$ cat config.mk
export PLATFORM = sky130hd
export DESIGN_NAME = servo_slew_pwm_driver_top
export DESIGN_NICKNAME = d
export VERILOG_FILES = /design/src/rtl/svsl_pkg.sv /design/src/rtl/svsl_regs.sv /design/src/rtl/servo_slew_pwm_driver_top.sv
export SDC_FILE = /design/constraint.sdc
export NUM_CORES = 1
export LEC_CHECK = 0
export ABC_AREA = 1
export BUFFER_PORTS_ARGS = -buffer_cell sky130_fd_sc_hd__buf_2
export CORE_ASPECT_RATIO = 1.1
export CORE_MARGIN = 2
export CORE_UTILIZATION = 50
export CTS_CLUSTER_DIAMETER = 30
export DETAILED_ROUTE_END_ITERATION = 10
export PLACE_DENSITY = 0.74
export SYNTH_ARGS = -nofsm -noshare
export SYNTH_HDL_FRONTEND = slang
export SYNTH_SLANG_ARGS = --single-unit
$ cat constraint.sdc
create_clock -name clk_i -period 6.75 [get_ports clk_i]
set_input_delay 0 -clock clk_i [delete_from_list [all_inputs] [get_ports clk_i]]
set_output_delay 0 -clock clk_i [all_outputs]
set_load 0.1 [all_outputs]
$ cat src/rtl/svsl_pkg.sv
// Shared types and constants for the servo slew-limited PWM driver.
// Used by svsl_regs and servo_slew_pwm_driver_top; depends on nothing.
package svsl_pkg;

  // Control loop period in milliseconds; fixes the slew step per tick.
  localparam int unsigned PERIOD_MS = 10;

  // Step = speed * PERIOD_MS / 10, split into whole and fractional tenths.
  localparam int unsigned PeriodWhole = PERIOD_MS / 10;
  localparam int unsigned PeriodFrac  = PERIOD_MS % 10;

  // Reciprocal of ten for 16-bit operands: (x * 52429) >> 19 == x / 10.
  localparam logic [15:0] RecipTen = 16'd52429;
  localparam int unsigned RecipShift = 19;

  localparam int unsigned AngleW = 16;
  localparam int unsigned SlopeW = 20;
  localparam int unsigned SpeedW = 12;
  localparam int unsigned PulseW = 16;
  localparam int unsigned ProdW  = AngleW + SlopeW;

  // Item kinds carried on the input tuser.
  typedef enum logic [1:0] {
    OP_TICK   = 2'd0,
    OP_SET    = 2'd1,
    OP_SMOOTH = 2'd2,
    OP_NONE   = 2'd3
  } op_e;

  // Configuration register indexes (byte address = 4 * index).
  typedef enum logic [2:0] {
    REG_PULSE_OFFSET = 3'd0,
    REG_PULSE_SLOPE  = 3'd1,
    REG_MAX_ANGLE    = 3'd2,
    REG_LIMIT_MIN    = 3'd3,
    REG_LIMIT_MAX    = 3'd4,
    REG_DONE_TOL     = 3'd5
  } reg_idx_e;

  // Reset values of the configuration registers.
  localparam logic [15:0] RstPulseOffset = 16'd500;
  localparam logic [19:0] RstPulseSlope  = 20'd7282;
  localparam logic [15:0] RstMaxAngle    = 16'd18000;
  localparam logic [15:0] RstLimitMin    = 16'd0;
  localparam logic [15:0] RstLimitMax    = 16'd0;
  localparam logic [15:0] RstDoneTol     = 16'd0;

  // Configuration as seen by the datapath.
  typedef struct packed {
    logic [15:0] pulse_offset;
    logic [19:0] pulse_slope;
    logic [15:0] max_angle;
    logic [15:0] angle_floor;
    logic [15:0] angle_ceil;
    logic [15:0] done_tolerance;
  } svsl_cfg_t;

endpackage

$ cat src/rtl/svsl_regs.sv
// APB-style configuration register file for the servo slew PWM driver.
// Depends on svsl_pkg for the register indexes, reset values and config struct.
module svsl_regs (
  input  logic                   clk_i,
  input  logic                   rst_ni,
  input  logic                   psel,
  input  logic                   penable,
  input  logic                   pwrite,
  input  logic [4:0]             paddr,
  input  logic [31:0]            pwdata,
  output logic [31:0]            prdata,
  output logic                   pready,
  output svsl_pkg::svsl_cfg_t    cfg_o
);
  import svsl_pkg::*;

  svsl_cfg_t cfg_q, cfg_d;
  logic      wr_en;
  reg_idx_e  idx;

  assign pready = 1'b1;
  assign wr_en  = psel & penable & pwrite;
  assign idx    = reg_idx_e'(paddr[4:2]);

  // Register writes; unused indexes are ignored.
  always_comb begin
    cfg_d = cfg_q;
    if (wr_en) begin
      unique case (idx)
        REG_PULSE_OFFSET: cfg_d.pulse_offset    = pwdata[15:0];
        REG_PULSE_SLOPE:  cfg_d.pulse_slope     = pwdata[19:0];
        REG_MAX_ANGLE:    cfg_d.max_angle       = pwdata[15:0];
        REG_LIMIT_MIN:    cfg_d.angle_floor     = pwdata[15:0];
        REG_LIMIT_MAX:    cfg_d.angle_ceil      = pwdata[15:0];
        REG_DONE_TOL:     cfg_d.done_tolerance  = pwdata[15:0];
        default: ;
      endcase
    end
  end

  always_ff @(posedge clk_i or negedge rst_ni) begin
    if (!rst_ni) begin
      cfg_q.pulse_offset    <= RstPulseOffset;
      cfg_q.pulse_slope     <= RstPulseSlope;
      cfg_q.max_angle       <= RstMaxAngle;
      cfg_q.angle_floor     <= RstLimitMin;
      cfg_q.angle_ceil      <= RstLimitMax;
      cfg_q.done_tolerance  <= RstDoneTol;
    end else begin
      cfg_q <= cfg_d;
    end
  end

  // Read back.
  always_comb begin
    prdata = '0;
    unique case (idx)
      REG_PULSE_OFFSET: prdata = {16'd0, cfg_q.pulse_offset};
      REG_PULSE_SLOPE:  prdata = {12'd0, cfg_q.pulse_slope};
      REG_MAX_ANGLE:    prdata = {16'd0, cfg_q.max_angle};
      REG_LIMIT_MIN:    prdata = {16'd0, cfg_q.angle_floor};
      REG_LIMIT_MAX:    prdata = {16'd0, cfg_q.angle_ceil};
      REG_DONE_TOL:     prdata = {16'd0, cfg_q.done_tolerance};
      default:          prdata = '0;
    endcase
  end

  assign cfg_o = cfg_q;

endmodule

$ cat src/rtl/servo_slew_pwm_driver_top.sv
// Top level of the servo slew-limited PWM driver: stream datapath and state.
// Depends on svsl_pkg and instantiates svsl_regs.

// Each input beat is a tick, an angle command or a no-op; each produces exactly
// one output beat with the PWM compare value, the ramped angle and an at-target
// flag. The datapath is a four-stage pipeline (input capture with clamp and
// step computation, angle update, pulse multiply, offset add and saturate),
// so a beat is accepted every cycle while the output side is not stalled, and
// its result is registered through stages 0 to 3 before it is presented. The
// angle state is updated in a single stage, so back-to-back beats see each
// other's effect without bubbles. Stages advance independently, and empty
// stages fill even while the output beat waits. Configuration must be written
// through the APB port while idle; the block itself does not enforce this.
module servo_slew_pwm_driver_top (
  input  logic        clk_i,
  input  logic        rst_ni,
  // Input stream.
  input  logic        s_axis_tvalid,
  output logic        s_axis_tready,
  input  logic [31:0] s_axis_tdata,  // [15:0] angle_cmd, [27:16] speed, [31:28] zero
  input  logic [1:0]  s_axis_tuser,  // [1:0] opcode
  // Output stream.
  output logic        m_axis_tvalid,
  input  logic        m_axis_tready,
  output logic [39:0] m_axis_tdata,  // [15:0] pulse, [31:16] current_angle,
                                     // [32] at_target, [39:33] zero
  // Configuration port.
  input  logic        psel,
  input  logic        penable,
  input  logic        pwrite,
  input  logic [4:0]  paddr,
  input  logic [31:0] pwdata,
  output logic [31:0] prdata,
  output logic        pready
);
  import svsl_pkg::*;

  svsl_cfg_t cfg;

  svsl_regs u_regs (
    .clk_i   (clk_i),
    .rst_ni  (rst_ni),
    .psel    (psel),
    .penable (penable),
    .pwrite  (pwrite),
    .paddr   (paddr),
    .pwdata  (pwdata),
    .prdata  (prdata),
    .pready  (pready),
    .cfg_o   (cfg)
  );

  // Pipeline flow control: a stage loads when it is empty or moves on.
  logic v0_q, v1_q, v2_q, v3_q;
  logic rdy0, rdy1, rdy2, rdy3;

  assign rdy3 = !v3_q || m_axis_tready;
  assign rdy2 = !v2_q || rdy3;
  assign rdy1 = !v1_q || rdy2;
  assign rdy0 = !v0_q || rdy1;
  assign s_axis_tready = rdy0;

  always_ff @(posedge clk_i or negedge rst_ni) begin
    if (!rst_ni) begin
      v0_q <= 1'b0;
      v1_q <= 1'b0;
      v2_q <= 1'b0;
      v3_q <= 1'b0;
    end else begin
      if (rdy0) v0_q <= s_axis_tvalid;
      if (rdy1) v1_q <= v0_q;
      if (rdy2) v2_q <= v1_q;
      if (rdy3) v3_q <= v2_q;
    end
  end

  // Stage 0: capture, clamp the command and work out the new step.
  logic [AngleW-1:0] cmd_in, cmd_clamped;
  logic [SpeedW-1:0] spd_in;
  op_e               op_in;
  logic [15:0]       frac_prod;
  logic [31:0]       frac_scaled;
  logic [15:0]       step_in;

  assign cmd_in = s_axis_tdata[15:0];
  assign spd_in = s_axis_tdata[27:16];
  assign op_in  = op_e'(s_axis_tuser);

  always_comb begin
    if (cfg.angle_ceil != '0 && cmd_in > cfg.angle_ceil) begin
      cmd_clamped = cfg.angle_ceil;
    end else if (cmd_in < cfg.angle_floor) begin
      cmd_clamped = cfg.angle_floor;
    end else begin
      cmd_clamped = cmd_in;
    end
  end

  // Whole periods of ten add speed directly; the remainder is divided by ten.
  assign frac_prod   = 16'({4'd0, spd_in} * 16'(PeriodFrac));
  assign frac_scaled = frac_prod * RecipTen;
  assign step_in     = 16'({4'd0, spd_in} * 16'(PeriodWhole))
                     + 16'(frac_scaled >> RecipShift);

  op_e               op0_q;
  logic              jump0_q;
  logic [AngleW-1:0] cmd0_q;
  logic [15:0]       step0_q;

  always_ff @(posedge clk_i) begin
    if (rdy0 && s_axis_tvalid) begin
      op0_q   <= op_in;
      jump0_q <= (op_in == OP_SET) || (op_in == OP_SMOOTH && spd_in == '0);
      cmd0_q  <= cmd_clamped;
      step0_q <= step_in;
    end
  end

  // Stage 1: update the ramp state once per item.
  logic [AngleW-1:0] cur_q, cur_d, tgt_q, tgt_d;
  logic [15:0]       step_q, step_d;
  logic [AngleW-1:0] ramp_err;
  logic              take1;

  assign take1    = rdy1 && v0_q;
  assign ramp_err = (tgt_q > cur_q) ? tgt_q - cur_q : cur_q - tgt_q;

  always_comb begin
    cur_d  = cur_q;
    tgt_d  = tgt_q;
    step_d = step_q;
    if (jump0_q) begin
      cur_d  = cmd0_q;
      tgt_d  = cmd0_q;
      step_d = '0;
    end else begin
      case (op0_q)
        OP_SMOOTH: begin
          tgt_d  = cmd0_q;
          step_d = step0_q;
        end
        OP_TICK: begin
          if (ramp_err <= step_q) begin
            cur_d = tgt_q;
          end else if (tgt_q > cur_q) begin
            cur_d = cur_q + step_q;
          end else begin
            cur_d = cur_q - step_q;
          end
        end
        default: ;
      endcase
    end
  end

  always_ff @(posedge clk_i or negedge rst_ni) begin
    if (!rst_ni) begin
      cur_q  <= '0;
      tgt_q  <= '0;
      step_q <= '0;
    end else if (take1) begin
      cur_q  <= cur_d;
      tgt_q  <= tgt_d;
      step_q <= step_d;
    end
  end

  logic [AngleW-1:0] cur1_q, tgt1_q;

  always_ff @(posedge clk_i) begin
    if (take1) begin
      cur1_q <= cur_d;
      tgt1_q <= tgt_d;
    end
  end

  // Stage 2: cap the angle, multiply by the slope, check the tolerance.
  logic [AngleW-1:0] capped, err1;
  logic [ProdW-1:0]  prod2_q;
  logic [AngleW-1:0] cur2_q;
  logic              at2_q;

  assign capped = (cur1_q > cfg.max_angle) ? cfg.max_angle : cur1_q;
  assign err1   = (tgt1_q > cur1_q) ? tgt1_q - cur1_q : cur1_q - tgt1_q;

  always_ff @(posedge clk_i) begin
    if (rdy2 && v1_q) begin
      prod2_q <= ProdW'(capped) * ProdW'(cfg.pulse_slope);
      cur2_q  <= cur1_q;
      at2_q   <= (err1 <= cfg.done_tolerance);
    end
  end

  // Stage 3: add the offset and saturate into the output register.
  logic [SlopeW:0]   pulse_sum;
  logic [PulseW-1:0] pulse_sat;
  logic [PulseW-1:0] pulse3_q;
  logic [AngleW-1:0] cur3_q;
  logic              at3_q;

  assign pulse_sum = (SlopeW+1)'(cfg.pulse_offset) + (SlopeW+1)'(prod2_q[ProdW-1:16]);
  assign pulse_sat = (pulse_sum[SlopeW:PulseW] != '0) ? '1 : pulse_sum[PulseW-1:0];

  always_ff @(posedge clk_i) begin
    if (rdy3 && v2_q) begin
      pulse3_q <= pulse_sat;
      cur3_q   <= cur2_q;
      at3_q    <= at2_q;
    end
  end

  assign m_axis_tvalid = v3_q;
  assign m_axis_tdata  = {7'd0, at3_q, cur3_q, pulse3_q};

`ifndef ASSERT_OFF
  // A jump command leaves no step behind.
  a_jump_clears_step: assert property (@(posedge clk_i) disable iff (!rst_ni)
    (take1 && jump0_q) |=> (step_q == '0))
    else $error("step not cleared after jump command");

  // A tick within one step of the target lands exactly on it.
  a_tick_snaps: assert property (@(posedge clk_i) disable iff (!rst_ni)
    (take1 && !jump0_q && op0_q == OP_TICK && ramp_err <= step_q) |=> (cur_q == tgt_q))
    else $error("tick within one step did not snap to target");

  // The pulse never falls below the configured offset.
  a_pulse_floor: assert property (@(posedge clk_i) disable iff (!rst_ni)
    m_axis_tvalid |-> (m_axis_tdata[15:0] >= cfg.pulse_offset))
    else $error("pulse below offset");
`endif

endmodule

-- Yosys cells after proc, flatten, opt, wreduce, memory -nomap -nowiden
Cells that the tools add are included.
- bits in writable memories: 0
- flip-flop bits (word level): 301
- bits in read-only memories: 0
- memories kept: 0
- latch bits: 0
- bits of input ports: 78
- divide/modulo/power cells: 0
- reduce and logical (&&, ||, !) cells: 28
- add/sub/neg operators: 7
- shifts and indexed selects: 0
- order comparisons: 7
- eq/ne operators: 8
- mux-type cells: 14
- $mul: 1
- bitwise operators: 2
- operator list (operator ; number):
    two-way mux 16 bit ; 13
    case mux 20 bit (6 select lines) ; 1
    subtractor 16 bit ; 5
    greater-than comparator 16 bit ; 4
    multiplier 16 x 20 -> 36 bit ; 1
    <= comparator 16 bit ; 2
    adder 16 x 20 -> 21 bit ; 1
    adder 16 bit ; 1
    < comparator 16 bit ; 1
    nonzero test 16 bit ; 1
    AND reduction 2 bit ; 7
    logical NOT 12 bit ; 1
    equality test 3 x 2 -> 1 bit, second input constant ; 2
    equality test 3 bit, second input constant ; 2
    logical AND 1 bit ; 6
    logical OR 1 bit ; 5
    nonzero test 5 bit ; 1
    equality test 2 bit, second input constant ; 2
    logical NOT 1 bit ; 4
    equality test 3 x 1 -> 1 bit, second input constant ; 1
    logical NOT 3 bit ; 1
    AND 1 bit ; 2
    equality test 2 x 1 -> 1 bit, second input constant ; 1
    logical NOT 2 bit ; 1
    nonzero test 2 bit ; 1

-- Longest topological paths before layout
Gate-level depths: netlist (run 1).
- depth after elaboration: 6
- mapped depth: 41

-- Modules after synthesis
A second synthesis (run 1) with hierarchy kept.
- cell total of the unflattened synthesis: 3662
- area total of the unflattened synthesis: 29296.8 µm²
- modules (own cells, without submodules) (module ; seq. area each (µm²) ; cells each ; instances ; area each (µm²)):
    servo_slew_pwm_driver_top ; 5195.0 ; 3027 ; 1 ; 24173.2
    svsl_regs ; 2524.9 ; 635 ; 1 ; 5123.7

-- Worst setup path after synthesis (run 1)
Ideal clock, no wire load.
- kind: register to register
- start point: reg u_regs.cfg_q, in the netlist u_regs.cfg_o[58]
- end point: reg prod2_q[28], data pin
- required time: 6.490 ns
- arrival: 6.865 ns
- stages on the path, launching flop included: 35
- period minus slack after synthesis: 7.124 ns
- path buffers: 3
- setup time: 0.260 ns
- slack: -0.374 ns
- cell sequence: dfstp_2 -> inv_1 -> ha_1 -> nand2_1 -> inv_1 -> nand3_1 -> nor2_1 -> nand3_1 -> nand2_1 -> buf_2 -> buf_1 -> nand2_1 -> o21ai_1 -> clkbuf_1 -> nor2_1 -> fa_1 -> inv_1 -> fa_1 -> fa_1 -> inv_1 -> fa_1 -> fa_1 -> inv_1 -> fa_1 -> inv_1 -> ha_1 -> a21oi_1 -> inv_1 -> a31oi_1 -> inv_1 -> a221oi_1 -> o21ai_0 -> nand3_1 -> nand2_1 -> xor2_1
- longest elaborated chain between the ends: 3
- ends and longest elaborated chain (element ; RTL line ; source):
    from (decl) ; svsl_regs.sv:17 ; svsl_cfg_t cfg_q, cfg_d;
    from (signal assigned) ; svsl_regs.sv:50 ; cfg_q <= cfg_d;
    greater-than comparator 16 bit ; servo_slew_pwm_driver_top.sv:183 ; assign capped = (cur1_q > cfg.max_angle) ? cfg.max_angle : cur1_q;
    two-way mux 16 bit * ; servo_slew_pwm_driver_top.sv:183 ;
    multiplier 16 x 20 -> 36 bit * ; servo_slew_pwm_driver_top.sv:188 ; prod2_q <= ProdW'(capped) * ProdW'(cfg.pulse_slope);
    to (signal assigned) ; servo_slew_pwm_driver_top.sv:188 ;
    to (decl) ; servo_slew_pwm_driver_top.sv:179 ; logic [ProdW-1:0] prod2_q;
Mark *: on every way between the ends. The rest lies on a longest branch, timed or not.
A chain may end at the register's enable or synchronous reset.

-- Worst setup path in the final report (run 1)
- start point: reg u_regs.cfg_q, in the netlist u_regs.cfg_o[62]
- end point: reg prod2_q[20], data pin
Same word-level chain as after synthesis.

==> results of run 1 <==
## layout make-up
type	instances	area (um^2)	share of cell area (%)
Tap cell	744	930.9	2.611
Antenna cell	1	2.502	0.007018
Inverter	639	2412	6.766
Sequential cell	281	7720	21.65
Clock buffer	87	1844	5.172
Multi-Input combinational cell	2467	19090	53.53
Timing Repair Buffer	406	3219	9.029
Clock inverter	36	440.4	1.235
## layer usage
| layer | vias to the layer above | GRT usage, % | wire length [um] |
|---|---|---|---|
| met1 | 12680 | 39.55 | 35420 |
| met2 | 1490 | 56.02 | 46650 |
| met4 | 0 | 24.52 | 8895 |
| met5 | - | 0 | 0 |
| met3 | 462 | 5.173 | 8122 |
| li1 | 11890 | - | - |
## stage by stage
| stage | instances | TNS [ns] | setup WS, ns | cell area [um^2] | utilization [%] |
|---|---|---|---|---|---|
| floorplan | 3514 | 0 | 0.01900 | 28570 | - |
| global placement | 4430 | -3.778 | -0.2612 | 30980 | 55.19 |
| detailed placement | 4430 | -5.168 | -0.3342 | 30980 | 55.19 |
| CTS | 4650 | -0.9703 | -0.1691 | 35130 | 62.58 |
| global route | 4661 | -9.471 | -0.6329 | 35660 | 63.52 |
| finish | 4661 | -4.510 | -0.4052 | 35660 | 63.52 |
## what timing repair did
item	4_1_cts	5_1_grt
setup buffers	39	14
hold endpoints to repair	206	0
gates cloned	7	0
resized for setup	233	129
setup endpoints to repair	20	20
hold buffers	52	0
pin swaps	116	105
## layout by cell type (no fill, tap or decap), drive strengths merged, types with 52 or more instances in the layout
| cell | instances |
|---|---|
| a21oi | 193 |
| edfxtp | 133 |
| o21ai | 257 |
| clkbuf | 87 |
| inv | 641 |
| xor2 | 62 |
| dfrtp | 130 |
| nand3 | 134 |
| buf | 354 |
| fa | 255 |
| ha | 274 |
| nor2 | 264 |
| nand2 | 773 |
| dlygate4sd3 | 52 |
## cells by family (layout without fill, tap and decap cells)
kind of cell / Yosys count / after routing / synth area share, %
xor+xnor: 86 / 86 / 2.652
fa+ha+maj: 529 / 529 / 30.04
other cells: 2 / 21 / 0.02644
flops: 281 / 281 / 27.18
compound gates: 593 / 593 / 11.80
simple gates: 1239 / 1239 / 17.78
buf+inv: 766 / 1168 / 10.53
## worst paths after layout
| path | slack (ns) | from | cells past startpoint | endpoint |
|---|---|---|---|---|
| min | 0.02 | rst_ni | 2 | step_q[11] |
| min in group clk_i | 0.05 | penable | 5 | u_regs.cfg_o[3] |
| max | -0.41 | u_regs.cfg_o[62] | 34 | prod2_q[20] |
| max in group asynchronous | 5.30 | rst_ni | 3 | u_regs.cfg_o[83] |
| min reg2reg | 0.41 | cur2_q[7] | 0 | cur3_q[7] |
| max reg2reg | -0.41 | u_regs.cfg_o[62] | 34 | prod2_q[20] |
## state kept, by name (all words and copies together), names as in the netlist, 12 cells and up
| signal | cells |
|---|---|
| cur3_q | 16 |
| cur2_q | 16 |
| step_q | 12 |
| cmd0_q | 16 |
| tgt_q | 16 |
| u_regs.cfg_o | 100 |
| cur_q | 16 |
| prod2_q | 20 |
| pulse3_q | 16 |
| tgt1_q | 16 |
| step0_q | 12 |
| cur1_q | 16 |
==> impl_results.md, run 1 <==
* Status: finished with violations
* Violated checks: negative setup slack
* Ratio of cells with drive above 1 in the final layout at 20.10%
* Largest net degree at the start of global routing at 85
* Total GRT Usage at 33.63%
* Final Setup Violations at 20
* Final Skew at 0.01961 ns
* NumNets Final at 4,469
* # DRC at 0
* Yosys top cell by area: fa_1
* Later-pin clock latency in the skew report at 0.61 ns
* Post-synthesis register bit count at 281
* Mapped Area at 28,410 um^2
* Ports at 153
* FP Rows at 91
* Routability congestion estimate from global placement at 0.9838
* CP startpoint kind: flop
* RSZ-0062 raised after global routing: yes
* Area of the die at 58,740 um^2
* Die W at 231.3 um
* Fillers at 4,478
* Num CTS Buffers at 67
* Asr flop ratio synth at 52.67%
* Drt first pass iters at 6
* Min-delay worst type: input port to asynchronous set/reset pin
* Post-synthesis area per instance at 8.125 um^2
* Max-slew violation count at 0
* PortBufs at 114
* H-tree depth at 3
* GRT overflow at 0
* Synth unique cells at 60
* Core Region at 56,130 um^2
* Routed WL at 99,090 um
* Yosys top cell area share at 17.97%
* Bufs on Longest Clock Path at 3
* Crit Path Category: flop to flop
* Via density at 5.691
* Initial Util at 50.61%
* Relative slew slack at 22.69%
* Post-route minimum period at 7.155 ns
* Clock-pin transition on the worst setup and hold timing paths at 0.04 ns
* Area Overhead vs Synth at 25.52%
* WP data required at 7.10 ns
* Most instantiated cells after synthesis: nand2_1, inv_1, ha_1, nor2_1, fa_1
* Synth warn at 0
* Final WS setup at -0.4052 ns
* CTS tree: built
* Post-synthesis sequential area ratio at 27.18%
* Initial antenna violation count at 3
* CP delay by family, top: adder cells
* Achievable Freq at 139.8 MHz
* Wire length per cell at 21.26 um
* Slowest-stage cell, CP: dfstp_2
* DRT iter0 DRCs at 2,485
* Number of global-route vias before repair at 26.62k
* Final hold viol count at 0
* Crit Path Max Fanout at 7
* Area contributors post-synth: fa_1, edfxtp_1, ha_1
* Post-synth top flop: edfxtp_1
* Post-route ant nets at 0
* Slew @ Worst Pin at 1.158 ns
* HPWL Detailed at 74,280 um
* EDFF count, synth at 133
* Arrival @ worst endpoint at 7.50 ns
* Most common cell in the netlist: nand2_1
* First-pass GRT wire length at 149,400 um
* Clock Sinks at 281
* Most Frequent Cell on Critical Path: fa_1
* Root buf cell: clkbuf_16
* Crit path buf inv count at 14
* Final period util at 106.0%
* Hold Slack at 0.01618 ns
* Vias post-DR at 26.53k
* Critical path's largest stage delay at 0.53 ns
* Die Ht at 254.0 um
* Synth Instances at 3,496
* CP Capture Type: flop
* Maxcap violations at 0
Power of run 1 is not shown: default switching activity piles up to over one toggle a cycle in this logic, so the estimate is an artifact.
==> run 2: changes to the inputs <==
--- a/config.mk
+++ b/config.mk
@@ -6,13 +6,13 @@
 export NUM_CORES = 1
 export LEC_CHECK = 0
 export ABC_AREA = 1
-export BUFFER_PORTS_ARGS = -buffer_cell sky130_fd_sc_hd__buf_2
 export CORE_ASPECT_RATIO = 1.1
 export CORE_MARGIN = 2
 export CORE_UTILIZATION = 50
 export CTS_CLUSTER_DIAMETER = 30
 export DETAILED_ROUTE_END_ITERATION = 10
-export PLACE_DENSITY = 0.74
+export DONT_BUFFER_PORTS = 1
+export PLACE_DENSITY = 0.72
 export SYNTH_ARGS = -nofsm -noshare
 export SYNTH_HDL_FRONTEND = slang
 export SYNTH_SLANG_ARGS = --single-unit
==> run 2 against run 1 <==
The run still ends with negative setup slack left. Critical endpoint is now prod2_q[28]. Hold slack gained 0.030 ns. Register-to-register slack worse by 0.02 ns. Fmax shrank 0.33%. Utilization shrank 0.44 points. Global-route usage down 1.2 points. Via count shrank 2.8%. Worst setup slack worse by 0.024 ns. Clock skew increased by 0.029 ns. Final area decreased by 0.69%. Count of clock-buffer cells in the layout down 26. Wire length is 2.6% lower. Die area stayed put.
==> impl_results.md, run 2 (synthesized netlist as in run 1, its figures left out) <==
* Status: finished with violations
* Violated checks: negative setup slack
* RSZ-0062 raised after global routing: yes
* Min-delay src: s_axis_tdata[16]
* FP Rows at 91 (unchanged)
* CP startpoint kind: flop
* NumNets Final at 4,368 (-2.3%)
* Crit Path Category: flop to flop
* Num CTS Buffers at 57 (-15%)
* Commonest non-fill, non-tap cell in the layout: nand2_1
* Number of global-route vias before repair at 25.61k (-3.8%)
* R2R cell count at 31 (-8.8%)
* Slowest-stage cell, CP: fa_1
* CTS tree: built
* Fin Setup TNS at -3.957 ns (+0.5529 ns)
* Initial antenna violation count at 6 (+3)
* Relative slew slack at 16.10% (-6.6 points)
* Core Region at 56,130 um^2 (unchanged)
* Initial Util at 50.61% (unchanged)
* Vias post-DR at 25.79k (-2.8%)
* H-tree depth at 2 (-1)
* GRT overflow at 0 (unchanged)
* PortBufs at 0 (-100%)
* HPWL Detailed at 74,200 um (-0.11%)
* Crit Path Max Fanout at 6 (-1)
* WP data required at 7.08 ns (-0.02 ns)
* R2r setup slk at -0.43 ns (-0.02 ns)
* Bufs on Longest Clock Path at 3 (unchanged)
* Arrival @ worst endpoint at 7.51 ns (about the same)
* Hold path cells at 1
* Critical path's largest stage delay at 0.63 ns (+0.10 ns)
* Commonest cells after routing, fill and taps aside: nand2_1, inv_1, ha_1, fa_1
* Final Skew at 0.04848 ns (+0.02887 ns)
* Clock Sinks at 281 (unchanged)
* Post-route minimum period at 7.179 ns (+0.02391 ns)
* Wire length per cell at 21.17 um (-0.41%)
* Ports at 153 (unchanged)
* Min-delay worst type: input port to flop
* Total GRT Usage at 32.43% (-1.2 points)
* Area Overhead vs Synth at 24.65%
* Slew @ Worst Pin at 1.255 ns (+0.09701 ns)
* Achievable Freq at 139.3 MHz (-0.33%)
* Final WS setup at -0.4291 ns (-0.02391 ns)
* Routed WL at 96,520 um (-2.6%)
* Hold endpoint: step0_q[0]
* CP Capture Type: flop
* Drt first pass iters at 6 (unchanged)
* Die Ht at 254.0 um (unchanged)
* Die W at 231.3 um (unchanged)
* Max reg flops at 100 (unchanged)
* Max-slew violation count at 0 (unchanged)
* Area of the die at 58,740 um^2 (unchanged)
* Post-route ant nets at 0 (unchanged)
* Root buf cell: clkbuf_16
* Clock-pin transition on the worst setup and hold timing paths at 0.05 ns (about the same)
* Most Frequent Cell on Critical Path: fa_1
* Largest net degree at the start of global routing at 149 (+75%)
* # DRC at 0 (unchanged)
* Final Setup Violations at 20 (unchanged)
* Final period util at 106.4% (+0.35 points)
* Maxcap violations at 0 (unchanged)
* Ratio of cells with drive above 1 in the final layout at 17.53% (-2.6 points)
* Final hold viol count at 0 (unchanged)
* Via density at 5.656 (-0.62%)
* First-pass GRT wire length at 145,400 um (-2.7%)
* Reg2reg start: u_regs.cfg_o[54]
* Later-pin clock latency in the skew report at 0.64 ns (+0.03 ns)
* Routability congestion estimate from global placement at 1.001 (+1.8%)
* DRT iter0 DRCs at 2,050 (-18%)
* Util after Layout at 63.08% (-0.44 points)
* RR Endpoint: prod2_q[28]
[run 2: cell count changes in the layout (fill, tap and decap cells not counted), moves of 7 or more]
cell | before | now
buf_2 | 114 | 0
buf_4 | 198 | 175
clkbuf_1 | 13 | 1
dlygate4sd3_1 | 52 | 84
inv_2 | 60 | 52
nand2_2 | 52 | 59
clkbuf_16 | 69 | 61
[run 2: final cells by class]
type | count | area (um^2)
fill | 4575 | 20720
multi-input combinational | 2467 | 19080
sequential | 281 | 7720
timing repair buffer | 314 | 3107
inverter | 639 | 2429
clock buffer | 61 | 1471
tap | 744 | 930.9
clock inverter | 47 | 650.6
antenna | 5 | 12.51
timing repair inverter | 1 | 6.256
[run 2: per-layer routing]
metal / up-vias / share of wire [%] / routed length [um] / global-route usage, %
li1: 11720 / - / - / -
met1: 12420 / 37 / 35660 / 38.46
met2: 1295 / 48 / 46390 / 55.12
met3: 355 / 7.7 / 7415 / 5.173
met4: 0 / 7.3 / 7045 / 20.17
met5: - / 0 / 0 / 0
[run 2: repair_timing]
item,4_1_cts,5_1_grt
hold buffers,85,0
endpoints found under the hold margin,314,0
buffers inserted,8,25
resized for setup,119,251
pin swaps,22,128
gates cloned,3,6
endpoints found under the setup margin,20,20
[run 2: through the flow]
| step | setup WS (ns) | std cells | hold WS [ns] | instance area, um^2 |
|---|---|---|---|---|
| final | -0.4291 | 4559 | 0.04621 | 35410 |
| after global routing | -0.6498 | 4559 | 0.05214 | 35410 |
| after CTS | -0.1914 | 4523 | 0.03504 | 34200 |
| after detailed placement | -0.4345 | 4319 | -0.2909 | 30620 |
| after global placement | -0.3650 | 4319 | -0.2915 | 30620 |
| after floorplan | 0.01900 | 3514 | -0.2956 | 28570 |
[run 2: critical path, delay by kind of cell, from the launching register on]
kind	cells	cell delay, ns
compound gates	6	1.03
buf+inv	9	0.93
simple gates	7	0.53
xor+xnor	1	0.18
flops	1	0.53
fa+ha+maj	8	3.65
[run 2: how the worst max path moves through the flow]
stage,start,endpoint,slack (ns),cells past startpoint
after floorplan,u_regs.cfg_o[54],prod2_q[31],0.02,32
after global placement,u_regs.cfg_o[58],prod2_q[28],-0.37,32
after detailed placement,u_regs.cfg_o[54],prod2_q[28],-0.43,31
after CTS,u_regs.cfg_o[62],prod2_q[28],-0.19,30
after global routing,u_regs.cfg_o[54],prod2_q[28],-0.65,33
final,u_regs.cfg_o[54],prod2_q[28],-0.43,31
Power of run 2 is left out for the same reason.
